===== src/fmseq_pkg.sv =====
// Package for the flight mode sequencer: mode and command codes, field widths,
// register reset values and the saturation helper.
// No dependencies.
package fmseq_pkg;

    // Field and register widths.
    localparam int ALT_W   = 21;
    localparam int CMD_W   = 3;
    localparam int DT_W    = 10;
    localparam int REG_W   = 16;
    localparam int IDX_W   = 2;
    localparam int WIDE_W  = ALT_W + 2;
    localparam int PROD_W  = REG_W + DT_W;
    localparam int DEC_W   = 17;

    // Input and output stream widths, padded to whole bytes.
    localparam int S_DATA_W = ((CMD_W + ALT_W + DT_W + 7) / 8) * 8;
    localparam int M_DATA_W = ((3 + ALT_W + 1 + 7) / 8) * 8;

    // Reciprocal of 1000: (x * DIV_MAGIC) >> DIV_SHIFT equals x / 1000 exactly
    // for every x below 2**27, which covers any rate times interval product.
    localparam int          DIV_SHIFT = 37;
    localparam int          MAGIC_W   = 28;
    localparam logic [27:0] DIV_MAGIC = 28'd137438954;

    // Register reset values.
    localparam logic [REG_W-1:0] CLIMB_STEP_RST   = 16'd1000;
    localparam logic [REG_W-1:0] DESCENT_RATE_RST = 16'd500;
    localparam logic [REG_W-1:0] GROUND_THR_RST   = 16'd50;
    localparam logic [REG_W-1:0] REACH_MARGIN_RST = 16'd100;

    // Register indexes on the configuration port.
    localparam logic [IDX_W-1:0] REG_CLIMB_STEP   = 2'd0;
    localparam logic [IDX_W-1:0] REG_DESCENT_RATE = 2'd1;
    localparam logic [IDX_W-1:0] REG_GROUND_THR   = 2'd2;
    localparam logic [IDX_W-1:0] REG_REACH_MARGIN = 2'd3;

    // Request kinds carried on tuser.
    localparam logic REQ_COMMAND = 1'b0;
    localparam logic REQ_TICK    = 1'b1;

    // Pilot command codes; the two unused codes act as no command.
    localparam logic [CMD_W-1:0] CMD_NONE     = 3'd0;
    localparam logic [CMD_W-1:0] CMD_ARM      = 3'd1;
    localparam logic [CMD_W-1:0] CMD_SHUTDOWN = 3'd2;
    localparam logic [CMD_W-1:0] CMD_CLIMB    = 3'd3;
    localparam logic [CMD_W-1:0] CMD_LOITER   = 3'd4;
    localparam logic [CMD_W-1:0] CMD_DESCEND  = 3'd5;

    // Flight modes.
    typedef enum logic [2:0] {
        MODE_DISARMED = 3'd0,
        MODE_IDLE     = 3'd1,
        MODE_HOLD     = 3'd2,
        MODE_CLIMB    = 3'd3,
        MODE_LAND     = 3'd4
    } t_mode;

    // Clamp a widened altitude to the signed 21-bit range.
    function automatic logic signed [ALT_W-1:0] sat_alt(input logic signed [WIDE_W-1:0] v);
        logic signed [WIDE_W-1:0] lo;
        logic signed [WIDE_W-1:0] hi;
        lo = -(WIDE_W'(1) <<< (ALT_W - 1));
        hi = (WIDE_W'(1) <<< (ALT_W - 1)) - WIDE_W'(1);
        if (v < lo) begin
            return lo[ALT_W-1:0];
        end else if (v > hi) begin
            return hi[ALT_W-1:0];
        end else begin
            return v[ALT_W-1:0];
        end
    endfunction

endpackage


===== src/flight_mode_sequencer.sv =====
// Flight mode sequencer in three register stages: descent product, divide by 1000, update.
// An accepted request passes through stage A, stage B and the result register to the output;
// one request is accepted every cycle while the output side takes results.
// Reset (synchronous, active low) clears the pipeline, sets the mode to disarmed,
// the target to zero and the registers to their default values.
// Depends on fmseq_pkg.
module flight_mode_sequencer
    import fmseq_pkg::*;
(
    input  logic                i_clk,
    input  logic                i_rst_n,
    // Configuration write port.
    input  logic                i_cfg_we,
    input  logic [IDX_W-1:0]    i_cfg_index,
    input  logic [REG_W-1:0]    i_cfg_data,
    // Request stream.
    input  logic                i_s_axis_tvalid,
    output logic                o_s_axis_tready,
    // tdata: command [2:0], current_altitude [23:3], tick_interval_ms [33:24]
    input  logic [S_DATA_W-1:0] i_s_axis_tdata,
    // tuser: req_type [0]
    input  logic                i_s_axis_tuser,
    // Result stream.
    output logic                o_m_axis_tvalid,
    input  logic                i_m_axis_tready,
    // tdata: flight_mode [2:0], target_altitude [23:3], motors_enabled [24]
    output logic [M_DATA_W-1:0] o_m_axis_tdata
);

    // Configuration registers.
    logic [REG_W-1:0] r_climb_step;
    logic [REG_W-1:0] r_descent_rate;
    logic [REG_W-1:0] r_ground_thr;
    logic [REG_W-1:0] r_reach_margin;

    // Stage A: captured request and descent product.
    logic                    r_a_valid;
    logic                    r_a_req;
    logic [CMD_W-1:0]        r_a_cmd;
    logic signed [ALT_W-1:0] r_a_alt;
    logic [PROD_W-1:0]       r_a_prod;

    // Stage B: request and descent in whole millimetres.
    logic                    r_b_valid;
    logic                    r_b_req;
    logic [CMD_W-1:0]        r_b_cmd;
    logic signed [ALT_W-1:0] r_b_alt;
    logic [DEC_W-1:0]        r_b_dec;

    // Sequencer state and result register.
    t_mode                   r_mode;
    t_mode                   n_mode;
    logic signed [ALT_W-1:0] r_target;
    logic signed [ALT_W-1:0] n_target;
    logic                    r_out_valid;
    t_mode                   r_out_mode;
    logic signed [ALT_W-1:0] r_out_target;

    logic                                 advance;
    logic [CMD_W-1:0]                     in_cmd;
    logic signed [ALT_W-1:0]              in_alt;
    logic [DT_W-1:0]                      in_dt;
    logic [PROD_W+MAGIC_W-1:0]            div_prod;
    logic signed [WIDE_W-1:0]             alt_w;
    logic signed [WIDE_W-1:0]             tgt_w;
    logic signed [WIDE_W-1:0]             alt_plus_step;
    logic signed [WIDE_W-1:0]             tgt_plus_step;
    logic signed [WIDE_W-1:0]             tgt_minus_margin;
    logic signed [WIDE_W-1:0]             tgt_minus_dec;
    logic signed [WIDE_W-1:0]             ground_w;

    // The whole pipeline moves when the result register is free or being taken.
    assign advance         = !r_out_valid || i_m_axis_tready;
    assign o_s_axis_tready = advance;

    assign in_cmd = i_s_axis_tdata[CMD_W-1:0];
    assign in_alt = i_s_axis_tdata[CMD_W+ALT_W-1:CMD_W];
    assign in_dt  = i_s_axis_tdata[CMD_W+ALT_W+DT_W-1:CMD_W+ALT_W];

    // Configuration writes.
    always_ff @(posedge i_clk) begin
        if (!i_rst_n) begin
            r_climb_step   <= CLIMB_STEP_RST;
            r_descent_rate <= DESCENT_RATE_RST;
            r_ground_thr   <= GROUND_THR_RST;
            r_reach_margin <= REACH_MARGIN_RST;
        end else if (i_cfg_we) begin
            case (i_cfg_index)
                REG_CLIMB_STEP:   r_climb_step   <= i_cfg_data;
                REG_DESCENT_RATE: r_descent_rate <= i_cfg_data;
                REG_GROUND_THR:   r_ground_thr   <= i_cfg_data;
                REG_REACH_MARGIN: r_reach_margin <= i_cfg_data;
                default: ;
            endcase
        end
    end

    // Stage valid bits.
    always_ff @(posedge i_clk) begin
        if (!i_rst_n) begin
            r_a_valid <= 1'b0;
            r_b_valid <= 1'b0;
        end else if (advance) begin
            r_a_valid <= i_s_axis_tvalid;
            r_b_valid <= r_a_valid;
        end
    end

    // Stage A: capture the request and form rate times interval.
    always_ff @(posedge i_clk) begin
        if (advance) begin
            r_a_req  <= i_s_axis_tuser;
            r_a_cmd  <= in_cmd;
            r_a_alt  <= in_alt;
            r_a_prod <= PROD_W'(r_descent_rate) * PROD_W'(in_dt);
        end
    end

    // Stage B: divide the product by 1000 with the exact reciprocal.
    assign div_prod = (PROD_W+MAGIC_W)'(r_a_prod) * (PROD_W+MAGIC_W)'(DIV_MAGIC);

    always_ff @(posedge i_clk) begin
        if (advance) begin
            r_b_req <= r_a_req;
            r_b_cmd <= r_a_cmd;
            r_b_alt <= r_a_alt;
            r_b_dec <= div_prod[DIV_SHIFT+DEC_W-1:DIV_SHIFT];
        end
    end

    // Widened operands for the saturating sums and the compares.
    assign alt_w            = WIDE_W'(r_b_alt);
    assign tgt_w            = WIDE_W'(r_target);
    assign ground_w         = $signed(WIDE_W'(r_ground_thr));
    assign alt_plus_step    = alt_w + $signed(WIDE_W'(r_climb_step));
    assign tgt_plus_step    = tgt_w + $signed(WIDE_W'(r_climb_step));
    assign tgt_minus_margin = tgt_w - $signed(WIDE_W'(r_reach_margin));
    assign tgt_minus_dec    = tgt_w - $signed(WIDE_W'(r_b_dec));

    // Next mode and target for the request in stage B.
    always_comb begin
        n_mode   = r_mode;
        n_target = r_target;
        if (r_b_req == REQ_COMMAND) begin
            if (r_b_cmd == CMD_SHUTDOWN) begin
                n_mode   = MODE_DISARMED;
                n_target = '0;
            end else begin
                case (r_mode)
                    MODE_DISARMED: begin
                        if (r_b_cmd == CMD_ARM) begin
                            n_mode   = MODE_IDLE;
                            n_target = '0;
                        end
                    end
                    MODE_IDLE, MODE_HOLD: begin
                        if (r_b_cmd == CMD_CLIMB) begin
                            n_mode   = MODE_CLIMB;
                            n_target = sat_alt(alt_plus_step);
                        end else if (r_b_cmd == CMD_LOITER && r_mode == MODE_IDLE) begin
                            n_mode   = MODE_HOLD;
                            n_target = r_b_alt;
                        end else if (r_b_cmd == CMD_DESCEND && r_mode == MODE_HOLD) begin
                            n_mode = MODE_LAND;
                        end
                    end
                    MODE_CLIMB: begin
                        if (r_b_cmd == CMD_CLIMB) begin
                            n_target = sat_alt(tgt_plus_step);
                        end else if (r_b_cmd == CMD_LOITER) begin
                            n_mode   = MODE_HOLD;
                            n_target = r_b_alt;
                        end else if (r_b_cmd == CMD_DESCEND) begin
                            n_mode = MODE_LAND;
                        end
                    end
                    MODE_LAND: begin
                        if (r_b_cmd == CMD_LOITER) begin
                            n_mode   = MODE_HOLD;
                            n_target = r_b_alt;
                        end
                    end
                    default: ;
                endcase
            end
        end else begin
            case (r_mode)
                MODE_CLIMB: begin
                    // Climb is done once within the margin below the target.
                    if (alt_w >= tgt_minus_margin) begin
                        n_mode = MODE_HOLD;
                    end
                end
                MODE_LAND: begin
                    // Lower the target, never below ground level.
                    if (tgt_minus_dec < 0) begin
                        n_target = '0;
                    end else begin
                        n_target = sat_alt(tgt_minus_dec);
                    end
                    if (alt_w <= ground_w) begin
                        n_mode   = MODE_IDLE;
                        n_target = '0;
                    end
                end
                default: ;
            endcase
        end
    end

    // Sequencer state and result valid.
    always_ff @(posedge i_clk) begin
        if (!i_rst_n) begin
            r_mode      <= MODE_DISARMED;
            r_target    <= '0;
            r_out_valid <= 1'b0;
        end else if (advance) begin
            r_out_valid <= r_b_valid;
            if (r_b_valid) begin
                r_mode   <= n_mode;
                r_target <= n_target;
            end
        end
    end

    // Result payload.
    always_ff @(posedge i_clk) begin
        if (advance && r_b_valid) begin
            r_out_mode   <= n_mode;
            r_out_target <= n_target;
        end
    end

    assign o_m_axis_tvalid = r_out_valid;
    assign o_m_axis_tdata  = M_DATA_W'({(r_out_mode != MODE_DISARMED),
                                        r_out_target, r_out_mode});

endmodule


===== config.mk =====
export PLATFORM = sky130hd
export DESIGN_NAME = flight_mode_sequencer
export DESIGN_NICKNAME = d
export VERILOG_FILES = /design/src/fmseq_pkg.sv /design/src/flight_mode_sequencer.sv
export SDC_FILE = /design/constraint.sdc
export NUM_CORES = 1
export LEC_CHECK = 0
export ABC_CLOCK_PERIOD_IN_PS = 6800
export BUFFER_PORTS_ARGS = -buffer_cell sky130_fd_sc_hd__buf_2
export CORE_MARGIN = 10
export CORE_UTILIZATION = 55
export DETAILED_ROUTE_END_ITERATION = 10
export MAX_ROUTING_LAYER = met4
export PLACE_DENSITY = 0.73
export SLEW_MARGIN = 5
export SYNTH_ARGS = -nofsm -noshare
export SYNTH_HDL_FRONTEND = slang
export SYNTH_SLANG_ARGS = --single-unit

===== constraint.sdc =====
create_clock -name i_clk -period 6.8 [get_ports i_clk]
set_clock_uncertainty 0.05 [all_clocks]
set_input_delay 2.04 -clock i_clk [delete_from_list [all_inputs] [get_ports i_clk]]
set_output_delay 2.04 -clock i_clk [all_outputs]
set_load 0.01 [all_outputs]

# [Yosys cells after proc, flatten, opt, wreduce, memory -nomap -nowiden]
# Index checks and enable logic that the tools add are counted.
[totals] ram_bits=0 reg_bits=208 in_bits=64 latch_bits=0 mem_count=0 romBits=0 elab_cells=91
[classes] bitwise_logic=0 magnitude_cmp=9 eq_ne=12 n_addsub=4 reduce_logical=14 mul=2 n_mux=31 div=0 shifts=0
[ops] operator="21-bit 2-to-1 mux" n=16
[ops] operator="21-bit case mux with 4 select lines" n=1
[ops] operator="22-bit by 21-bit greater-than comparator with 1-bit output (second input constant)" n=3
[ops] operator="22-bit by 21-bit < comparator with 1-bit output (second input constant)" n=3
[ops] operator="26-bit by 27-bit multiplier with 53-bit output (second input constant)" n=1
[ops] operator="21-bit by 17-bit adder with 22-bit output" n=2
[ops] operator="3-bit 2-to-1 mux" n=12
[ops] operator="16-bit by 10-bit multiplier with 26-bit output" n=1
[ops] operator="21-bit by 22-bit >= comparator with 1-bit output" n=1
[ops] operator="22-bit by 1-bit < comparator with 1-bit output (second input constant)" n=1
[ops] operator="21-bit by 17-bit subtractor with 22-bit output" n=1
[ops] operator="21-bit by 18-bit subtractor with 22-bit output" n=1
[ops] operator="21-bit by 17-bit less-or-equal comparator with 1-bit output" n=1
[ops] operator="3-bit by 2-bit equality test with 1-bit output (second input constant)" n=4
[ops] operator="3-bit case mux with 4 select lines" n=1
[ops] operator="2-bit AND reduction" n=5
[ops] operator="3-bit equality test (second input constant)" n=3
[ops] operator="3-bit by 1-bit equality test with 1-bit output (second input constant)" n=2
[ops] operator="3-bit case mux with 2 select lines" n=1
[ops] operator="2-bit equality test (second input constant)" n=2
[ops] operator="1-bit logical AND" n=3
[ops] operator="3-bit zero test" n=1
[ops] operator="3-bit nonzero test" n=1
[ops] operator="2-bit by 1-bit equality test with 1-bit output (second input constant)" n=1
[ops] operator="other kinds (4)" n=4

# [Logic depth before layout (Yosys ltp)]
[depth] word_depth=8 ltp_mapped=26 depth_no_buf=26

# [Least setup slack after synthesis]
# OpenSTA, ideal clock, no wires.
[synth_path] kind="input -> register" start="in i_s_axis_tdata[25]" end="reg r_a_prod[25] (data pin)" setup_slack_ps=-381 arrival_ps=6871 stages=21 required_ps=6490 path_cell_list="clkbuf_1 nand2_1 fa_1 inv_1 fa_1 inv_1 fa_1 inv_1 fa_1 fa_1 ha_1 a21o_1 a21o_1 a21oi_1 o31ai_1 a21oi_1 o31ai_1 o311a_1 o21a_1 nor2_1 xnor2_1"
[synth_via] elab_chain_cells=1
[synth_rtl] item="start, declared" line="flight_mode_sequencer.sv:20" rtl="input logic [S_DATA_W-1:0] i_s_axis_tdata,"
[synth_rtl] item="16-bit by 10-bit multiplier with 26-bit output" line="flight_mode_sequencer.sv:115" rtl="r_a_prod <= PROD_W'(r_descent_rate) * PROD_W'(in_dt);"
[synth_rtl] item="end signal, assigned" line="flight_mode_sequencer.sv:115"
[synth_rtl] item="end, declared" line="flight_mode_sequencer.sv:41" rtl="logic [PROD_W-1:0] r_a_prod;"
# Every way passes these cells.
# A chain may end at the register's enable or synchronous reset.

# [Worst setup path after layout]
[layout_path] start="reg r_a_prod[14]" end="reg r_b_dec[10] (data pin)"
[layout_via] elab_chain_cells=1
[layout_rtl] item="26-bit by 27-bit multiplier with 53-bit output" line="flight_mode_sequencer.sv:120" rtl="assign div_prod = (PROD_W+MAGIC_W)'(r_a_prod) * (PROD_W+MAGIC_W)'(DIV_MAGIC);"
[layout_rtl] item="net div_prod[47]" line="flight_mode_sequencer.sv:63" rtl="logic [PROD_W+MAGIC_W-1:0] div_prod;"
[layout_rtl] item="end signal, assigned" line="flight_mode_sequencer.sv:127" rtl="r_b_dec <= div_prod[DIV_SHIFT+DEC_W-1:DIV_SHIFT];"
[layout_rtl] item="end, declared" line="flight_mode_sequencer.sv:48" rtl="logic [DEC_W-1:0] r_b_dec;"
# The timed path passes the listed nets, and every way through them passes these cells.

==> impl_metrics.csv <==
group,metric,value,unit
worst_setup_path,cp_max_fo,4,
floorplanning,die_area,0.0614,mm²
yosys,ys_seq_area_share,18.7,%
detailed_routing,vias_per_cell,5.82,
clocking,clk_pin_slew,0.06,ns
global_route,overflow,0,
clocking,cts_tree,"yes",
worst_setup_path,start_kind,"flop",
layout,drive_gt1_share,10.6,%
floorplanning,die_w,248,µm
yosys,syn_area_per_cell,9.17,µm²
clocking,cts_made_buffers,23,
detailed_routing,drt_iter0_drc,1948,
layout,fin_util,61.3,%
yosys,synth_flop_cell,"edfxtp_1",
sta,setup_viol,0,
sta,finalHoldViolCount,0,
floorplanning,row_count,83,
placed_design,hpwl,68.1,mm
min_path,worstHoldPathType,"reg2reg",
global_route,grt_max_degree,94,
sta,max_slew.worst_pin.slew,1.22,ns
layout,areaGrowthSynthToFinish,10.1,%
floorplanning,ios,98,
sta,period_needed,6.67,ns
job,max_cap_viol_count,0,
floorplanning,core,0.0513,mm²
outcome,status,"complete, no violations",
yosys,synth_top_area_share,22.9,%
placed_design,finalWeightedCongestion,1.00,
layout,n_antenna_cell,0,
global_route,grt_pass1_vias,23300,
worst_setup_path,crit_type,"reg2reg",
yosys,async_flop_share,0,%
yosys,netlist-cell-type-count,92,
detailed_routing,postRouteAntennaNets,0,
placed_design,port_buffers,84,
worst_setup_path,arrival,7.02,ns
placed_design,place_area,0.0304,mm²
yosys,syn_area,0.0285,mm²
global_route,grt_pass1_wl,129,mm
worst_setup_path,required,7.15,ns
sta,period_share,98.1,%
clocking,clk_latency,0.55,ns
clocking,cts_root_buf,"clkbuf_16",
yosys,ys_top_cells_by_area,"fa_1 (23%), ha_1 (19%), edfxtp_1 (12%)",
layout,layout.nets,4075,
clocking,holdBufCountCts,0,
yosys,synth_most_common_cell,"inv_1",
detailed_routing,route.detailed.drc,0,
sta,rsz0062_at_grt,"true",
worst_setup_path,cp-end-kind,"flop",
floorplanning,die_height,248,µm
clocking,cts_sinks,208,
layout,final_cell_area,0.0314,mm²
yosys,synth_area_leader_cell,"fa_1",
sta,max_slew_margin,18.1,%
floorplanning,start_util,55.6,%
detailed_routing,post_drt_wl_per_cell,20.9,µm
yosys,ys_warn_count,0,
sta,slew_violations,0,
detailed_routing,wirelength,82.6,mm
yosys,syn_inst,3111,
yosys,synth_seq_cells,208,
yosys,synth_edf_count,117,
detailed_routing,first_pass_iters,6,
sta,max_freq,150,MHz
detailed_routing,vias,23000,
global_route,track_usage,27.5,%
clocking,clockBufferDepth,3,
yosys,synthTopCellsByCount,"inv_1 (576), ha_1 (432), nand2_1 (329), fa_1 (326), a21oi_1 (151)",
global_route,antenna_found_initial,0,
clocking,h-tree-depth,1,
-- per-layer routing --
layer	GRT usage, %	wire length, µm	vias up
li1	-	-	10600
met1	35.3	35000	11300
met3	2.47	4930	166
met5	-	0	-
met2	45.5	40000	832
met4	8.23	2760	0
-- layout make-up --
cell class	count	area (µm²)
well taps	680	851
clock buffers	29	608
flip-flops and latches	208	5340
repair buffers	223	1470
multi-input cells	2221	20900
clock inverters	12	131
inverters	576	2160
fillers	4377	19900
-- sequential cells by signal, summed over array words and instances (netlist names), 17 cells and up --
signal,flops
r_a_alt,21
r_a_prod,26
r_b_alt,21
r_b_dec,17
r_out_target,21
r_target,21
-- final timing paths --
| kind | slack [ns] | to | cells after the start | from |
|---|---|---|---|---|
| max reg2reg | 0.13 | r_b_dec[10] | 25 | r_a_prod[14] |
| min reg2reg | 0.37 | r_b_alt[15] | 0 | r_a_alt[15] |
| max | 0.13 | r_b_dec[10] | 25 | r_a_prod[14] |
| min | 0.37 | r_b_alt[15] | 0 | r_a_alt[15] |
-- worst max-delay path, stage by stage (launching register included) --
cell and delay [ns]:
edfxtp_1 0.50, buf_4 0.19, fa_1 0.48, inv_1 0.09
fa_1 0.17, inv_1 0.06, fa_1 0.53, inv_1 0.06
fa_1 0.53, inv_1 0.05, fa_1 0.39, fa_1 0.53
inv_1 0.05, fa_1 0.51, inv_1 0.06, ha_1 0.32
a21oi_2 0.17, o211ai_1 0.17, nor3_2 0.29, nand2_1 0.13
o21ai_4 0.23, a21oi_4 0.10, a21oi_2 0.15, o21bai_1 0.11
or4b_1 0.47, nand3_1 0.12
-- through the flow --
stage	setup WS, ns	hold slack [ns]	TNS, ns	cells
2_1_floorplan	-0.179	0.350	-0.179	3117
3_3_place_gp	-0.376	0.351	-2.35	3895
3_5_place_dp	-0.463	0.355	-3.75	3895
4_1_cts	0.0151	0.367	0	3941
5_1_grt	-0.112	0.371	-0.536	3949
6_report	0.129	0.369	0	3949
-- logic make-up (layout without fill, tap and decap cells) --
| kind of cell | count (synthesis) | count (layout) | synth area share, % |
|---|---|---|---|
| mux | 6 | 6 | 0.210 |
| other cells | 1 | 7 | 0.0131 |
| flops | 208 | 208 | 18.7 |
| simple gates | 716 | 716 | 11.8 |
| buf+inv | 688 | 840 | 9.23 |
| xor+xnor | 96 | 96 | 2.95 |
| compound gates | 638 | 638 | 15.3 |
| fa+ha+maj | 758 | 758 | 41.8 |
-- repair_timing --
action                     in CTS  in global routing
pin swaps                       0                 18
setup endpoints to repair       9                 15
gates resized for setup         4                 40
gates cloned                    0                  0
setup buffers                   5                  8
-- cells in the final DEF (no fill, tap or decap), drive strengths merged, types with 88 or more instances in the layout --
cell / netlist / layout
ha: 432 / 432
dfxtp: 91 / 91
inv: 576 / 578
fa: 326 / 326
nor2: 104 / 104
and2: 88 / 88
edfxtp: 117 / 117
buf: 17 / 222
nand2: 329 / 329
o21ai: 117 / 117
a21oi: 151 / 151
Power is left out: the tool's default activity adds up to more than one toggle a clock period on the data nets, which glitch-free logic cannot reach.
